===== config.mk =====
export PLATFORM = sky130hd
export DESIGN_NAME = phit_ram
export DESIGN_NICKNAME = d
export VERILOG_FILES = /design/src/sv/phit_ram.sv
export SDC_FILE = /design/constraint.sdc
export NUM_CORES = 1
export LEC_CHECK = 0
export ABC_AREA = 1
export BUFFER_PORTS_ARGS = -buffer_cell sky130_fd_sc_hd__clkbuf_2
export CORE_UTILIZATION = 25
export CTS_BUF_LIST = sky130_fd_sc_hd__clkbuf_4 sky130_fd_sc_hd__clkbuf_8
export CTS_CLUSTER_DIAMETER = 40
export DETAILED_ROUTE_END_ITERATION = 8
export GPL_TIMING_DRIVEN = 0
export SLEW_MARGIN = 0
export SYNTH_ARGS = -nofsm -noshare
export SYNTH_HDL_FRONTEND = slang
export SYNTH_SLANG_ARGS = --single-unit

===== constraint.sdc =====
create_clock -name i_clk -period 1.93 [get_ports i_clk]
set_input_delay 0.2895 -clock i_clk [delete_from_list [all_inputs] [get_ports i_clk]]
set_output_delay 0.2895 -clock i_clk [all_outputs]
set_load 0.005 [all_outputs]

===== src/sv/phit_ram.sv =====
// generic simple dual-port ram, one write and one registered read port
// no dependencies

module phit_ram #(
    parameter int WIDTH = 8,
    parameter int DEPTH = 16
) (
    input  logic                     i_clk,
    input  logic                     i_wr_en,
    input  logic [$clog2(DEPTH)-1:0] i_wr_addr,
    input  logic [WIDTH-1:0]         i_wr_data,
    input  logic [$clog2(DEPTH)-1:0] i_rd_addr,
    output logic [WIDTH-1:0]         o_rd_data
);

    logic [WIDTH-1:0] r_mem [DEPTH];
    logic [WIDTH-1:0] r_data;

    // write port
    always_ff @(posedge i_clk) begin
        if (i_wr_en) begin
            r_mem[i_wr_addr] <= i_wr_data;
        end
    end

    // registered read port
    always_ff @(posedge i_clk) begin
        r_data <= r_mem[i_rd_addr];
    end

    assign o_rd_data = r_data;

endmodule


# After elaboration in Yosys (flattened, before gate mapping)
# Memory sizes are Yosys's and may differ from the RTL's. A register that Yosys moved wholly into a read port is not among the register bits.
# Cells that the tools add are included.
# classes
muxes	2
# ops
op	n
two-way mux 1 bit	2
# totals
ff_bits	0
ram_bits	128
wordCells	3
memories	1
# mem_list
memory	depth	width	read_ports	rd_ports_with_merged_regs	wr	line	text
r_mem	16	8	1	1	1	16	logic [WIDTH-1:0] r_mem [DEPTH];

# Depth between registers and ports, before layout
# Gate-level depths: netlist of run 1.
# logic_depth
ltp_word	2
mapped_depth	8
ltp_nobuf	7

# Worst setup path after synthesis of run 1
# Ideal clock, no wire load.
# synth_timing
path_kind	input port to flip-flop
start	in i_wr_addr[2]
end	mem r_mem[10][0], enable pin
setup_ps	370
arrival_ps	870
required_time_ps	1560
slack_ps	690
stages	2
path_buffers	0
path_cell_list	nand3b_1 -> nor2_1
# synth_rtl
element	line	text
start, declared	10	input logic [$clog2(DEPTH)-1:0] i_wr_addr,
end, declared	16	
# Straight into the memory's write port.

# Final worst setup path of run 1
# layout_timing
start	in i_wr_addr[2]
end	mem r_mem[9][1], enable pin
# Straight into the memory's write port.

==> results of run 1 <==
synthesized netlist by cell type:
cell type  number  area, um2
buf_2          13      65.06
buf_4           4      30.03
inv_2           2      7.510
buf_6           6      67.56
nand3_1        97      485.5
dfxtp_1         8      160.2
nor2_1         17      63.81
buf_1           1      3.750
edfxtp_1      128       3844
inv_1         100      375.4
nand3b_1        2      15.01
nand2_1       173      649.4
final cells by class:
| cell class | count | area (um2) | area share [%] |
|---|---|---|---|
| buffer | 24 | 166.4 | 2.520 |
| tap | 285 | 356.6 | 5.400 |
| clock buffer | 21 | 264.0 | 3.998 |
| clock inverter | 11 | 106.4 | 1.610 |
| multi-input combinational | 289 | 1214 | 18.38 |
| sequential | 136 | 4004 | 60.63 |
| timing repair buffer | 22 | 110.1 | 1.667 |
| inverter | 102 | 382.9 | 5.798 |
worst paths after layout:
path | start | endpoint | slack, ps | cells after the start
setup / recovery | i_wr_addr[2] | r_mem[9][1] | 590 | 3
hold reg to reg | r_mem[14][4] | o_rd_data[4] | 710 | 6
hold / removal | i_rd_addr[2] | o_rd_data[0] | 290 | 4
setup reg to reg | r_mem[9][1] | o_rd_data[1] | 890 | 6
cell usage in the layout (no fill, tap or decap), drive strengths merged:
master / n
nand2: 173
edfxtp: 128
inv: 102
nand3: 97
clkbuf: 43
buf: 24
nor2: 17
clkinv: 9
dfxtp: 8
nand3b: 2
bufinv: 2
state kept, by name, summed over array words and instances, names as in the netlist:
| name | count |
|---|---|
| o_rd_data | 8 |
| r_mem | 128 |
through the flow:
step           hold slack [ps]  setup WS, ps  std cells  cell area [um2]  util (%)
5_1_grt                  288.9         519.3        890             6604     29.17
3_5_place_dp             676.4         130.2        858             6233     27.53
3_3_place_gp             674.1         128.4        858             6233     27.53
6_report                 288.5         589.4        890             6604     29.17
2_1_floorplan            388.4         689.7        551             5767         -
4_1_cts                  266.7         612.6        890             6604     29.17
cell families (layout without fill, tap and decap cells):
group                  after synthesis  in the layout  synth area share [%]
DFF                                136            136                 69.43
and+or+nand+nor                    289            289                 21.05
buffers and inverters              126            180                 9.525
tightest hold or removal path, cell delays in order:
cell and delay (ps):
buf_2 160, nand3_1 100, nand3_1 70, nand2_1 80
power by group:
part	switching (mW)	internal [mW]	leakage, nW
sequential	0.0211	3.30	1.22
clock	1.03	1.18	0.200
combinational	0.306	0.126	1.39
total	1.36	4.61	2.81
routing by layer:
layer,wire length (um),vias to the layer above,track usage [%]
li1,-,1856,-
met1,6460,1760,17.10
met2,6348,186,19.55
met3,1074,28,3.326
met4,411,0,5.619
met5,0,-,0
==> summary.md, run 1 <==
| Metric | Value |
|---|---|
| 1st-iter DRT viols | `295` |
| DRC violations left | `0` |
| RSZ-0062 raised after global routing | `false` |
| Worst EP required | `2000 ps` |
| Total Routing Usage GR | `12.81%` |
| Final Net Count | `610` |
| Syn. warnings | `0` |
| CTS Buf Count | `17` |
| Core Region | `0.02264 mm2` |
| Family with the most delay on the worst path | `simple AND/OR/NAND/NOR gates` |
| Largest net degree at the start of global routing | `17` |
| CP peak stage delay | `770 ps` |
| Depth of the CTS H-tree | `4` |
| GP Congestion | `0.8000` |
| Critical Path End Type | `register` |
| I/O Pins | `26` |
| Fmax | `745.9 MHz` |
| Total power draw | `5.962 mW` |
| Vias per cell | `4.303` |
| Worst setup SP type | `input port` |
| Initial antenna violation count | `0` |
| Synth Cell Area | `0.005767 mm2` |
| Critical Path, Cell by Cell | `clkbuf_2, nand3b_1, nor2_1` |
| Number of distinct library cells after synthesis | `12` |
| Critical path peak fanout | `8` |
| Max VDD drop | `0.6036 mV` |
| First-pass detailed-route iteration total | `5` |
| Hpwl dp | `9442 um` |
| Pwr/cell area | `902.9 mW/mm2` |
| Clock root buffer | `clkbuf_8` |
| Crit path DAT | `1410 ps` |
| P&R area growth vs syn | `14.52%` |
| # setup viols final | `0` |
| Max-cap violations | `0` |
| DIE HEIGHT | `153.9 um` |
| Slew Limit Headroom | `35.33%` |
| Post-Syn Area per Cell | `10.47 um2` |
| Postcts setup bufs | `0` |
| Setup TNS | `0 ps` |
| First-pass GRT wire length | `21710 um` |
| Initial Utilization | `25.47%` |
| Status | `complete, no violations` |
| Reg clk slew, reported paths | `70 ps` |
| Post-CTS Hold Buffers | `0` |
| Final-report hold violation count | `0` |
| Total number of vias | `3830` |
| Clk sinks | `136` |
| #FFs+latches synth | `136` |
| Fillers | `2289` |
| Ant. Diodes | `0` |
| Vias in the first global route | `3706` |
| Clock Path Buffers | `2` |
| Final WL | `14290 um` |
| CTS tree | `built` |
| Clock latency on the worst-skew pair | `450 ps` |
| Fin. max-slew vios | `0` |
| Seq/Total Area, Yosys | `69.43%` |
| Leakage | `2.814 nW` |
| Share of cells above drive strength 1 | `12.73%` |
| Hold crit path type | `input port to register` |
| Cells after Synth | `551` |
| Synth Net Count | `569` |
| Clock Skew | `10.71 ps` |
| Period utilisation layout | `69.46%` |
| Actual slew at the worst max-slew pin | `966.4 ps` |
| Buf+Inv Stages, Crit Path | `1` |
| Routed WL per cell | `16.06 um` |
| WS Path Type | `input port to register` |
| CTS resizes | `0` |
| Slowest stage cell, crit path | `nor2_1` |
| IO Port Bufs | `22` |
| Die Span X | `153.9 um` |
| Fin crit period | `1341 ps` |
| Grt ovf | `0` |
| Die footprint | `0.02368 mm2` |
| # rows | `55` |
| DRT antenna net count | `0` |
Note: power is estimated with default switching activity, not from simulation.
==> run 2, diff against run 1 <==
==> constraint.sdc (replaced) <==
create_clock -name i_clk -period 1.27 [get_ports i_clk]
set_input_delay 0.1905 -clock i_clk [delete_from_list [all_inputs] [get_ports i_clk]]
set_output_delay 0.1905 -clock i_clk [all_outputs]
set_load 0.005 [all_outputs]
==> summary.md, run 2 (same netlist as run 1, synthesis figures left out) <==
| Metric | Value |
|---|---|
| Status | `complete, no violations` |
| Initial Utilization | `25.47%` |
| Worst setup SP type | `input port` |
| Actual slew at the worst max-slew pin | `946.9 ps` |
| Postcts setup bufs | `0` |
| IO Port Bufs | `22` |
| Slew Limit Headroom | `36.64%` |
| Fmax | `811.8 MHz` |
| Share of cells above drive strength 1 | `12.89%` |
| Worst Reg2Reg Path Length in Cells | `6` |
| WS Path Type | `input port to register` |
| Worst Hold Endpoint | `o_rd_data[0]` |
| # setup viols final | `0` |
| Setup TNS | `0 ps` |
| Max VDD drop | `0.9225 mV` |
| Critical Path End Type | `register` |
| Crit path DAT | `1290 ps` |
| Reg2reg start | `r_mem[9][1]` |
| RR Endpoint | `o_rd_data[1]` |
| Total power draw | `9.062 mW` |
| Final-report hold violation count | `0` |
| Reg clk slew, reported paths | `70 ps` |
| Post-CTS Hold Buffers | `0` |
| P&R area growth vs syn | `14.56%` |
| # rows | `55` |
| Initial antenna violation count | `0` |
| Largest Register | `r_mem` |
| RSZ-0062 raised after global routing | `false` |
| DRT antenna net count | `0` |
| Final WL | `14320 um` |
| Vias per cell | `4.300` |
| Die footprint | `0.02368 mm2` |
| CTS tree | `built` |
| Largest net degree at the start of global routing | `17` |
| CTS resizes | `0` |
| Fin. max-slew vios | `0` |
| Setup ws final | `38.18 ps` |
| Worst EP required | `1330 ps` |
| Critical path peak fanout | `8` |
| Placed Area | `0.006233 mm2` |
| Depth of the CTS H-tree | `4` |
| Total number of vias | `3827` |
| Max-cap violations | `0` |
| Clk sinks | `136` |
| Worst slack, placed | `-430.8 ps` |
| Fin crit period | `1232 ps` |
| Depth of the worst hold-timing path | `4` |
| Die Span X | `153.9 um` |
| GP Congestion | `0.8000` |
| Pwr/cell area | `1372 mW/mm2` |
| Highest-count cells in the layout ignoring fill and taps | `nand2_1, edfxtp_1, inv_1` |
| Clock Path Buffers | `2` |
| CTS Buf Count | `17` |
| DRC violations left | `0` |
| I/O Pins | `26` |
| First-pass GRT wire length | `21710 um` |
| First-pass detailed-route iteration total | `8` |
| R2R Setup Slk | `230 ps` |
| Total Routing Usage GR | `12.81%` |
| Commonest non-fill, non-tap cell in the layout | `nand2_1` |
| Grt ovf | `0` |
| Clock root buffer | `clkbuf_8` |
| Hold crit path type | `input port to register` |
| Routed WL per cell | `16.09 um` |
| Vias in the first global route | `3706` |
| Hpwl dp | `9442 um` |
| 1st-iter DRT viols | `277` |
| Placed Instances | `858` |
| Fin cells | `890` |
| DIE HEIGHT | `153.9 um` |
| Leakage | `2.814 nW` |
| Clock latency on the worst-skew pair | `450 ps` |
| Final Net Count | `610` |
| Clock Skew | `10.35 ps` |
| Critical hold path startpoint | `i_rd_addr[2]` |
| Post-route cell area | `0.006606 mm2` |
| Core Region | `0.02264 mm2` |
| Period utilisation layout | `96.99%` |
| Max reg flops | `128` |
| Ant. Diodes | `0` |
[run 2: cell count changes in the layout (fill, tap and decap cells not counted)]
| cell | previous run | this run |
|---|---|---|
| nor2_2 | 0 | 1 |
| nor2_1 | 17 | 16 |
[run 2: how the worst max path moves through the flow]
stage | endpoint | start | cells after the start | slack, ps
detailed placement | r_mem[9][1] | i_wr_addr[2] | 3 | -430
global route | r_mem[8][2] | i_wr_addr[2] | 3 | 10
CTS | r_mem[9][1] | i_wr_addr[2] | 3 | 50
global placement | r_mem[9][5] | i_wr_addr[2] | 3 | -430
floorplan | r_mem[10][0] | i_wr_addr[2] | 2 | 130
finish | r_mem[4][1] | i_wr_addr[3] | 3 | 40
[run 2: through the flow]
stage	hold slack, ps	utilization (%)
finish	192.0	29.18
global route	189.9	29.18
CTS	167.7	29.17
detailed placement	577.4	27.53
global placement	575.1	27.53
floorplan	289.4	-
[run 2: cell type report]
cell class                 count  area (um2)
buffer                        24       166.4
clock buffer                  21       264.0
clock inverter                11       106.4
fill                        2288       16030
inverter                     102       382.9
multi-input combinational    289        1216
sequential                   136        4004
tap                          285       356.6
timing repair buffer          22       110.1
[run 2: metal layers]
layer	vias up	global-route usage [%]	part of all wire, %
met4	0	5.619	2.8
met5	-	0	0
met2	176	19.55	44
met1	1769	17.10	46
met3	29	3.326	7.6
li1	1853	-	-
[run 2: worst max-delay path: stages]
cell and delay [ps]:
clkbuf_2 100, nand3b_1 240, nor2_1 760
[run 2: power by group]
group / switching (mW) / total (mW) / internal (mW)
clock network: 1.56 / 3.36 / 1.79
registers: 0.0320 / 5.05 / 5.01
logic: 0.465 / 0.656 / 0.191
total: 2.06 / 9.06 / 7.00
