--- src/sv/phit_pkg.sv ---
// shared types and constants of the probed hash index table
// used by phit_ctrl and probed_hash_index_table_unit; no dependencies

package phit_pkg;

    // default table size and fixed field widths
    localparam int DEF_TABLE_SLOTS = 2048;
    localparam int MODE_W          = 2;
    localparam int SLOT_W          = 11;
    localparam int CHECK_W         = 32;
    localparam int BLOCK_W         = 11;
    localparam int STATUS_W        = 2;

    // operation codes (code 3 behaves as a lookup)
    localparam logic [MODE_W-1:0] MODE_LOOKUP = 2'd0;
    localparam logic [MODE_W-1:0] MODE_INSERT = 2'd1;
    localparam logic [MODE_W-1:0] MODE_REMOVE = 2'd2;

    // result status codes
    localparam logic [STATUS_W-1:0] ST_OK        = 2'd0;
    localparam logic [STATUS_W-1:0] ST_NOT_FOUND = 2'd1;
    localparam logic [STATUS_W-1:0] ST_PRESENT   = 2'd2;
    localparam logic [STATUS_W-1:0] ST_FULL      = 2'd3;

    // slot states kept in memory
    localparam logic [1:0] SLOT_EMPTY   = 2'd0;
    localparam logic [1:0] SLOT_USED    = 2'd1;
    localparam logic [1:0] SLOT_DELETED = 2'd2;

    // one request as taken from the input stream
    typedef struct packed {
        logic [MODE_W-1:0]  mode;
        logic [SLOT_W-1:0]  home_slot;
        logic [CHECK_W-1:0] check_a;
        logic [CHECK_W-1:0] check_b;
        logic [BLOCK_W-1:0] block_number;
    } t_req;

    // one result
    typedef struct packed {
        logic [STATUS_W-1:0] status;
        logic [SLOT_W-1:0]   slot;
        logic [BLOCK_W-1:0]  found_block;
    } t_res;

    // one table slot as stored in memory
    typedef struct packed {
        logic [1:0]         st;
        logic [CHECK_W-1:0] check_a;
        logic [CHECK_W-1:0] check_b;
        logic [BLOCK_W-1:0] block;
    } t_entry;

    localparam int ENTRY_W = $bits(t_entry);

    // controller states
    typedef enum logic [1:0] {
        S_CLEAR,
        S_IDLE,
        S_PROBE,
        S_DONE
    } t_state;

endpackage

--- src/sv/phit_ctrl.sv ---
// probe controller: clearing pass, linear probe over the slot ram, write-back
// depends on phit_pkg; drives the ports of one phit_ram

module phit_ctrl #(
    parameter int TABLE_SLOTS = phit_pkg::DEF_TABLE_SLOTS
) (
    input  logic                           i_clk,
    input  logic                           i_rst_n,
    // request side
    input  logic                           i_req_valid,
    input  phit_pkg::t_req                 i_req,
    output logic                           o_req_ready,
    // result side
    output logic                           o_res_valid,
    output phit_pkg::t_res                 o_res,
    input  logic                           i_res_ready,
    // slot ram
    output logic [$clog2(TABLE_SLOTS)-1:0] o_rd_addr,
    input  logic [phit_pkg::ENTRY_W-1:0]   i_rd_data,
    output logic                           o_wr_en,
    output logic [$clog2(TABLE_SLOTS)-1:0] o_wr_addr,
    output logic [phit_pkg::ENTRY_W-1:0]   o_wr_data
);

    localparam int SW = $clog2(TABLE_SLOTS);

    phit_pkg::t_state r_state, n_state;
    logic [SW-1:0]    r_clr;
    phit_pkg::t_req   r_req;
    logic [SW-1:0]    r_issue;
    logic [SW-1:0]    r_chk;
    logic             r_pend;
    logic [SW:0]      r_seen;
    logic             r_free_vld;
    logic [SW-1:0]    r_free;
    phit_pkg::t_res   r_res;

    phit_pkg::t_entry w_ent;
    phit_pkg::t_res   w_res;
    logic [SW-1:0]    w_home;
    logic [phit_pkg::SLOT_W-1:0] w_h;
    logic             w_empty;
    logic             w_deleted;
    logic             w_match;
    logic             w_last;
    logic             w_fin;
    logic             w_wr;
    logic [SW-1:0]    w_wr_slot;
    phit_pkg::t_entry w_wr_ent;

    // home slot modulo table size by conditional subtraction of shifted sizes
    always_comb begin
        w_h = i_req.home_slot;
        for (int k = 6; k >= 0; k--) begin
            if (int'(w_h) >= (TABLE_SLOTS << k)) begin
                w_h = w_h - phit_pkg::SLOT_W'(TABLE_SLOTS << k);
            end
        end
        w_home = SW'(w_h);
    end

    // classify the slot whose data arrives this cycle
    assign w_ent     = phit_pkg::t_entry'(i_rd_data);
    assign w_empty   = (w_ent.st == phit_pkg::SLOT_EMPTY);
    assign w_deleted = (w_ent.st == phit_pkg::SLOT_DELETED);
    assign w_match   = (w_ent.st == phit_pkg::SLOT_USED) && (w_ent.check_a == r_req.check_a)
                       && (w_ent.check_b == r_req.check_b);
    assign w_last    = (r_seen == (SW+1)'(TABLE_SLOTS - 1));
    assign w_fin     = (r_state == phit_pkg::S_PROBE) && r_pend
                       && (w_empty || w_match || w_last);

    // result and write-back decision at the end of a probe run
    always_comb begin
        w_res       = '0;
        w_res.status = phit_pkg::ST_NOT_FOUND;
        w_wr        = 1'b0;
        w_wr_slot   = r_chk;
        w_wr_ent    = w_ent;
        case (r_req.mode)
            phit_pkg::MODE_INSERT: begin
                if (w_match) begin
                    w_res.status = phit_pkg::ST_PRESENT;
                end else if (r_free_vld || w_empty || w_deleted) begin
                    w_wr              = 1'b1;
                    w_wr_slot         = r_free_vld ? r_free : r_chk;
                    w_wr_ent.st       = phit_pkg::SLOT_USED;
                    w_wr_ent.check_a  = r_req.check_a;
                    w_wr_ent.check_b  = r_req.check_b;
                    w_wr_ent.block    = r_req.block_number;
                    w_res.status      = phit_pkg::ST_OK;
                    w_res.slot        = phit_pkg::SLOT_W'(w_wr_slot);
                end else begin
                    w_res.status = phit_pkg::ST_FULL;
                end
            end
            phit_pkg::MODE_REMOVE: begin
                if (w_match) begin
                    w_wr              = 1'b1;
                    w_wr_ent.st       = phit_pkg::SLOT_DELETED;
                    w_res.status      = phit_pkg::ST_OK;
                    w_res.slot        = phit_pkg::SLOT_W'(r_chk);
                    w_res.found_block = w_ent.block;
                end
            end
            default: begin
                if (w_match) begin
                    w_res.status      = phit_pkg::ST_OK;
                    w_res.slot        = phit_pkg::SLOT_W'(r_chk);
                    w_res.found_block = w_ent.block;
                end
            end
        endcase
    end

    // next state
    always_comb begin
        n_state = r_state;
        case (r_state)
            phit_pkg::S_CLEAR: begin
                if (r_clr == SW'(TABLE_SLOTS - 1)) n_state = phit_pkg::S_IDLE;
            end
            phit_pkg::S_IDLE: begin
                if (i_req_valid) n_state = phit_pkg::S_PROBE;
            end
            phit_pkg::S_PROBE: begin
                if (w_fin) n_state = phit_pkg::S_DONE;
            end
            phit_pkg::S_DONE: begin
                if (i_res_ready) n_state = phit_pkg::S_IDLE;
            end
            default: n_state = phit_pkg::S_CLEAR;
        endcase
    end

    // outputs and ram port control
    always_comb begin
        o_req_ready = 1'b0;
        o_res_valid = 1'b0;
        o_wr_en     = 1'b0;
        o_wr_addr   = r_clr;
        o_wr_data   = '0;
        case (r_state)
            phit_pkg::S_CLEAR: begin
                o_wr_en = 1'b1;
            end
            phit_pkg::S_IDLE: begin
                o_req_ready = 1'b1;
            end
            phit_pkg::S_PROBE: begin
                o_wr_en   = w_fin && w_wr;
                o_wr_addr = w_wr_slot;
                o_wr_data = w_wr_ent;
            end
            phit_pkg::S_DONE: begin
                o_res_valid = 1'b1;
            end
            default: begin
                o_req_ready = 1'b0;
            end
        endcase
    end

    assign o_rd_addr = r_issue;
    assign o_res     = r_res;

    // control registers
    always_ff @(posedge i_clk) begin
        if (!i_rst_n) begin
            r_state <= phit_pkg::S_CLEAR;
            r_clr   <= '0;
            r_pend  <= 1'b0;
        end else begin
            r_state <= n_state;
            if (r_state == phit_pkg::S_CLEAR) begin
                r_clr <= r_clr + 1'b1;
            end
            if (r_state == phit_pkg::S_PROBE) begin
                r_pend <= 1'b1;
            end else begin
                r_pend <= 1'b0;
            end
        end
    end

    // probe datapath: one read issued per cycle, its data evaluated in the cycle after
    always_ff @(posedge i_clk) begin
        if (r_state == phit_pkg::S_IDLE && i_req_valid) begin
            r_req      <= i_req;
            r_issue    <= w_home;
            r_seen     <= '0;
            r_free_vld <= 1'b0;
        end else if (r_state == phit_pkg::S_PROBE) begin
            r_issue <= (r_issue == SW'(TABLE_SLOTS - 1)) ? '0 : r_issue + 1'b1;
            r_chk   <= r_issue;
            if (r_pend && !w_fin) begin
                r_seen <= r_seen + 1'b1;
                if (w_deleted && !r_free_vld) begin
                    r_free_vld <= 1'b1;
                    r_free     <= r_chk;
                end
            end
            if (w_fin) begin
                r_res <= w_res;
            end
        end
    end

endmodule

--- config.mk ---
export PLATFORM = sky130hd
export DESIGN_NAME = phit_ctrl
export DESIGN_NICKNAME = d
export VERILOG_FILES = /design/src/sv/phit_pkg.sv /design/src/sv/phit_ctrl.sv
export SDC_FILE = /design/constraint.sdc
export NUM_CORES = 1
export LEC_CHECK = 0
export BUFFER_PORTS_ARGS = -buffer_cell sky130_fd_sc_hd__buf_2
export CAP_MARGIN = 40
export CORE_MARGIN = 1
export CORE_UTILIZATION = 53
export CTS_BUF_LIST = sky130_fd_sc_hd__clkbuf_8
export CTS_CLUSTER_DIAMETER = 80
export CTS_CLUSTER_SIZE = 28
export DETAILED_ROUTE_END_ITERATION = 6
export PLACE_DENSITY = 0.85
export SYNTH_ARGS = -nofsm -noshare
export SYNTH_HDL_FRONTEND = slang
export SYNTH_SLANG_ARGS = --single-unit
--- constraint.sdc ---
create_clock -name i_clk -period 7.2 [get_ports i_clk]
set_input_delay 0.36 -clock i_clk [delete_from_list [all_inputs] [get_ports i_clk]]
set_output_delay 0.36 -clock i_clk [all_outputs]
set_load 0.1 [all_outputs]
# [Word level (Yosys, flattened, before mapping)]
# Cells that the tools add are included.
[word_totals] reg_bits=161 out_inout_bits=126 mem_bits_ro=0 ramBits=0 word_cells=93 latch_bits=0 memories=0 in_bits=169
[op_classes] mul=0 n_eq_ne=16 n_addsub=3 n_mux=33 bitwise=2 reduce_logical=24 n_shift=0 div=0 order_cmp=0
[ops] operator="two-way mux 77 bit" count=3
[ops] operator="two-way mux 11 bit" count=10
[ops] operator="two-way mux 75 bit" count=1
[ops] operator="equality test 32 bit" count=2
[ops] operator="two-way mux 23 bit" count=1
[ops] operator="adder 11 x 1 -> 11 bit, second input constant" count=2
[ops] operator="equality test 11 bit, second input constant" count=2
[ops] operator="two-way mux 2 bit" count=7
[ops] operator="two-way mux 13 bit" count=1
[ops] operator="adder 12 x 1 -> 12 bit, second input constant" count=1
[ops] operator="equality test 12 x 11 -> 1 bit, second input constant" count=1
[ops] operator="equality test 2 bit, second input constant" count=4
[ops] operator="logical AND 1 bit" count=8
[ops] operator="inequality test 2 bit, second input constant" count=4
[ops] operator="case mux 2 bit (4 select lines)" count=1
[ops] operator="AND reduction 4 bit" count=2
[ops] operator="equality test 2 x 1 -> 1 bit, second input constant" count=3
[ops] operator="two-way mux 1 bit" count=6
[ops] operator="AND reduction 3 bit" count=2
[ops] operator="logical NOT 2 bit" count=2
[ops] operator="logical OR 1 bit" count=4
[ops] operator="case mux 1 bit (2 select lines)" count=2
[ops] operator="case mux 2 bit (2 select lines)" count=1
[ops] operator="AND reduction 2 bit" count=2
[ops] operator="4 further kinds" count=6

# [Depth between registers and ports, before layout]
[logic_depth] ltp_word=9 ltp_mapped=8 depth_no_buf=7

# [Least setup slack after synthesis]
# Ideal clock, no wire load.
[synth_path] path_kind="flip-flop to flip-flop" start="reg r_state[1]" end="reg r_res (netlist bit o_res[0]) (enable)" stages_incl_launch_ff=7 setup_time_ps=604 path_buffers=1 arrival_ps=5484 slack_ps=1112 t_required_ps=6596 synth_period_minus_slack_ps=6088 cell_sequence="dfxtp_1 > inv_1 > ha_1 > nand2_1 > inv_1 > clkbuf_1 > a211oi_1"
[synth_between] elab_chain_len=4 word_cells_on_any_way=7 cone_classes="2 x eq/ne; 1 x bitwise; 4 x reduce/logical"
[synth_rtl] item="start: declaration" line_no="phit_ctrl.sv:27" text="phit_pkg::t_state r_state, n_state;"
[synth_rtl] item="start signal: assignment" line_no="phit_ctrl.sv:169" text="r_state <= phit_pkg::S_CLEAR;"
[synth_rtl] item="start signal: assignment" line_no="phit_ctrl.sv:173" text="r_state <= n_state;"
[synth_rtl] item="equality test 2 bit or equality test 2 x 1 -> 1 bit (tied branches)" line_no="phit_ctrl.sv:69, phit_ctrl.sv:192, phit_ctrl.sv:187"
[synth_rtl] item="logical AND 1 bit, on equally long branches" line_no="phit_ctrl.sv:69, phit_ctrl.sv:187"
[synth_rtl] item="logical AND 1 bit or inverter 1 bit (tied branches)"
[synth_rtl] item="AND reduction 3 bit (no source line) (*)"
[synth_rtl] item="end signal: assignment" line_no="phit_ctrl.sv:203" text="r_res <= w_res;"
[synth_rtl] item="end: declaration" line_no="phit_ctrl.sv:36" text="phit_pkg::t_res r_res;"
# Mark *: on every way between the ends. The rest lies on a longest branch, timed or not.
# A chain may end at the register's enable or synchronous reset.

# [Worst setup path after layout]
[layout_path] start="reg r_req[29] in the netlist's numbering" end="out o_wr_data[6] in the netlist's numbering"
[layout_between] elab_chain_len=5
[layout_rtl] item="start: declaration" line_no="phit_ctrl.sv:29" text="phit_pkg::t_req r_req;"
[layout_rtl] item="start signal: assignment" line_no="phit_ctrl.sv:188" text="r_req <= i_req;"
[layout_rtl] item="equality test 32 bit" line_no="phit_ctrl.sv:67" text="&& (w_ent.check_b == r_req.check_b);"
[layout_rtl] item="logical AND 1 bit" line_no="phit_ctrl.sv:67"
[layout_rtl] item="two-way mux 77 bit" line_no="phit_ctrl.sv:81" text="if (w_match) begin"
[layout_rtl] item="two-way mux 75 bit" line_no="phit_ctrl.sv:79" text="case (r_req.mode)"
[layout_rtl] item="two-way mux 77 bit" line_no="phit_ctrl.sv:142" text="case (r_state)"
[layout_rtl] item="end: declaration" line_no="phit_ctrl.sv:22" text="output logic [phit_pkg::ENTRY_W-1:0] o_wr_data"
# Every way passes these cells.

==> reports/results.txt <==
most used cell, CP: buf_4
Tcrit/Tclk final: 62.7%
clock group share of total power: 38.4%
DR vias: 7942
clk buf depth: 2
final WL: 25400 um
initial antenna violation count: 4
syn_nets: 1076
First-pass DRT Iterations: 6
fmax: 0.222 GHz
final core occ: 67.1%
largest net degree at the start of global routing: 87
CP endpoint kind: output pin
min-delay src: i_req[20]
RR Startpoint: r_req[29]
Routed Antenna Nets: 0
Inserted Clock Buffers: 17
Combinational Power Share: 6.5%
Tmin final: 4.51 ns
top_reg_cell synth: edfxtp_1
synth unique cells: 52
grt total ovfl: 0
Fillers: 1294
RD Place Congestion: 0.957
switch share: 24.2%
area of the multi-input gates: 4280 um^2
CP Launch Point: r_req[29]
Mean Syn Cell Area: 10.2 um^2
Pleak: 4.38 nW
worst slew pin tran: 0.816 ns
post-cts sizing count: 0
first-pass GRT wire length: 38900 um
setup TNS: 0 ns
placed cell area: 10800 um^2
Post-Syn Area: 9150 um^2
Synth Instances: 897
NetSw: 440 uW
asr flop ratio synth: 0%
# port buffers: 294
setup bufs post-CTS: 0
Register Area: 4560 um^2
hpwl dp: 18900 um
CP max-delay cell: or4_4
Setup WS post-layout: 2.69 ns
share of layout cells above drive strength 1: 29.6%
worst path arrival time: 4.15 ns
die area: 17800 um^2
status: finished, final reports clean
post-layout net count: 1345
Internal: 1.38 mW
sinks on the clock net: 161
Initial Util: 54.8%
CP Cell Sequence: xor2_1, or3_1, or4_4, nor4_4, buf_4, a21oi_4, buf_4, buf_16, mux2i_1, buf_2
TritonCTS clock tree: built
Pwr per Cell Area: 162 nW/um^2
worst clock skew: 0.0194 ns
Total GRT Usage: 28.6%
slew margin rel.: 45.6%
Area Overhead vs Synth: 22.5%
dpl ws: 3.13 ns
Synth warnings: 0
Required @ worst endpoint: 6.84 ns
Sequential Power Share: 55.1%
# setup viols final: 0
die width: 133 um
Iter 0 DRT Violations: 967
# DRC: 0
IO Count: 295
clk_lat worst skew: 0.46 ns
Die Y: 133 um
RSZ-0062 raised after global routing: false
Peak VDD IR: 0.000131 V
sequential fraction of the synthesis area: 49.9%
Hold Crit Class: input pin to flip-flop
vias in the first global route: 7361
final instance area: 11200 um^2
CTS Root Cell: clkbuf_8
max cap viols: 0
Max H-tree Level: 4
Max Slew Vio Count: 0
R2R setup slack: 3.59 ns
DR WL/cell: 18.1 um
Yosys reg bits: 161
Via density: 5.66
clk slew on worst S/H paths: 0.10 ns
CP Class: flip-flop to output pin
EDFF count, synth: 134
Power Total: 1.82 mW
Hold-fix buffers, CTS: 0
row cnt: 47
crit-path max cell delay: 0.51 ns
final hold vios: 0
Setup crit start kind: flip-flop
crit path max fanout: 46
Core Area: 16700 um^2
## through the flow
step,hold slack (ns),std cells
3_3_place_gp,0.451,1364
5_1_grt,0.0388,1403
4_1_cts,0.0460,1399
2_1_floorplan,0.438,897
3_5_place_dp,0.464,1367
6_report,0.0724,1403
## worst max-delay path: cells and delay by family, from the launching register on
kind,cells,cell delay (ns)
flip-flops,1,0.41
XOR/XNOR,1,0.22
AND/OR/NAND/NOR,3,1.14
AO/OA/AOI/OAI,1,0.25
multiplexers,1,0.21
buffers and inverters,4,1.39
## power by group through the flow
stage                     clock network, mW  logic, mW  registers, mW
after detailed placement                  0      0.116           1.03
after global routing                  0.747      0.126           1.00
final                                 0.699      0.118           1.00
after floorplan                           0     0.0465           1.02
after global placement                    0      0.113           1.03
after CTS                             0.711      0.117           1.00
## cells in the mapped netlist (3+ instances only)
cell         n  area (um^2)
a21oi_1     20          100
o21ai_1      3         15.0
o2111ai_1    8         70.1
o21ai_0     23          115
clkbuf_1    39          146
a31oi_1     19          119
or3_1        7         43.8
dfxtp_1     27          541
nor3b_1     12         90.1
nor2_1      22         82.6
o2bb2ai_1    3         26.3
inv_1       15         56.3
nand2b_1    17          106
and2_1      12         75.1
buf_6        8         90.1
a21boi_0    12         90.1
buf_2        5         25.0
buf_4        3         22.5
edfxtp_1   134         4020
ha_1        10          125
xor2_1      51          447
and3_1       7         43.8
nor4_1      18          113
nor2b_1      3         18.8
mux2i_1     88          881
xnor2_1     30          263
nor3_1       4         20.0
a22o_1      12          105
nand2_1    217          815
nand4_1     27          169
nand3_1     16         80.1
## final timing paths
path / endpoint / cells after the start
max reg2reg: o_res[9] / 8
min reg2reg: r_seen[5] / 2
max: o_wr_data[6] / 10
min: r_req[20] / 1
## flip-flops by register name, indices dropped and copies added, names as in the netlist
signal and count:
r_seen 12, o_res 24, r_state 2, r_clr 11
r_free 11, r_chk 11, r_pend 1, r_free_vld 1
o_rd_addr 11, r_req 77
## per-layer routing
metal,global-route usage [%],wire length (um),share of wire (%)
met3,5.48,2170,8.6
met4,12.9,958,3.8
met2,45.2,12100,47
met5,0,0,0
met1,38.2,10200,40
## kinds of logic (layout without fill, tap and decap cells)
group	Yosys count	count (layout)	synth area share (%)
other	0	4	0
buffers and inverters	71	353	3.76
multiplexers	88	88	9.63
adder cells (fa/ha/maj)	10	10	1.37
AND/OR/NAND/NOR	378	378	19.8
AO/OA/AOI/OAI	108	108	7.74
XOR/XNOR	81	81	7.76
flip-flops	161	161	49.9
## area by class of cell
| cell class | count | area share [%] |
|---|---|---|
| multi-input combinational | 665 | 38.2 |
| sequential | 161 | 40.7 |
| inverter | 15 | 0.525 |
| antenna | 4 | 0.0893 |
| clock inverter | 15 | 1.61 |
| tap | 220 | 2.46 |
| timing repair buffer | 306 | 14.3 |
| clock buffer | 17 | 2.09 |
## cells in the final DEF (no fill, tap or decap), drive strengths merged, types with 16 or more instances in the layout
cell type / Yosys / routed
nor2: 23 / 23
nand2b: 17 / 17
edfxtp: 134 / 134
clkbuf: 39 / 17
nor4: 19 / 19
a31oi: 19 / 19
xor2: 51 / 51
nand3: 16 / 16
xnor2: 30 / 30
o21ai: 26 / 26
a21oi: 20 / 20
buf: 17 / 306
nand4: 27 / 27
dfxtp: 27 / 27
mux2i: 88 / 88
nand2: 217 / 217
inv: 15 / 27
(Power assumes the default switching activity.)
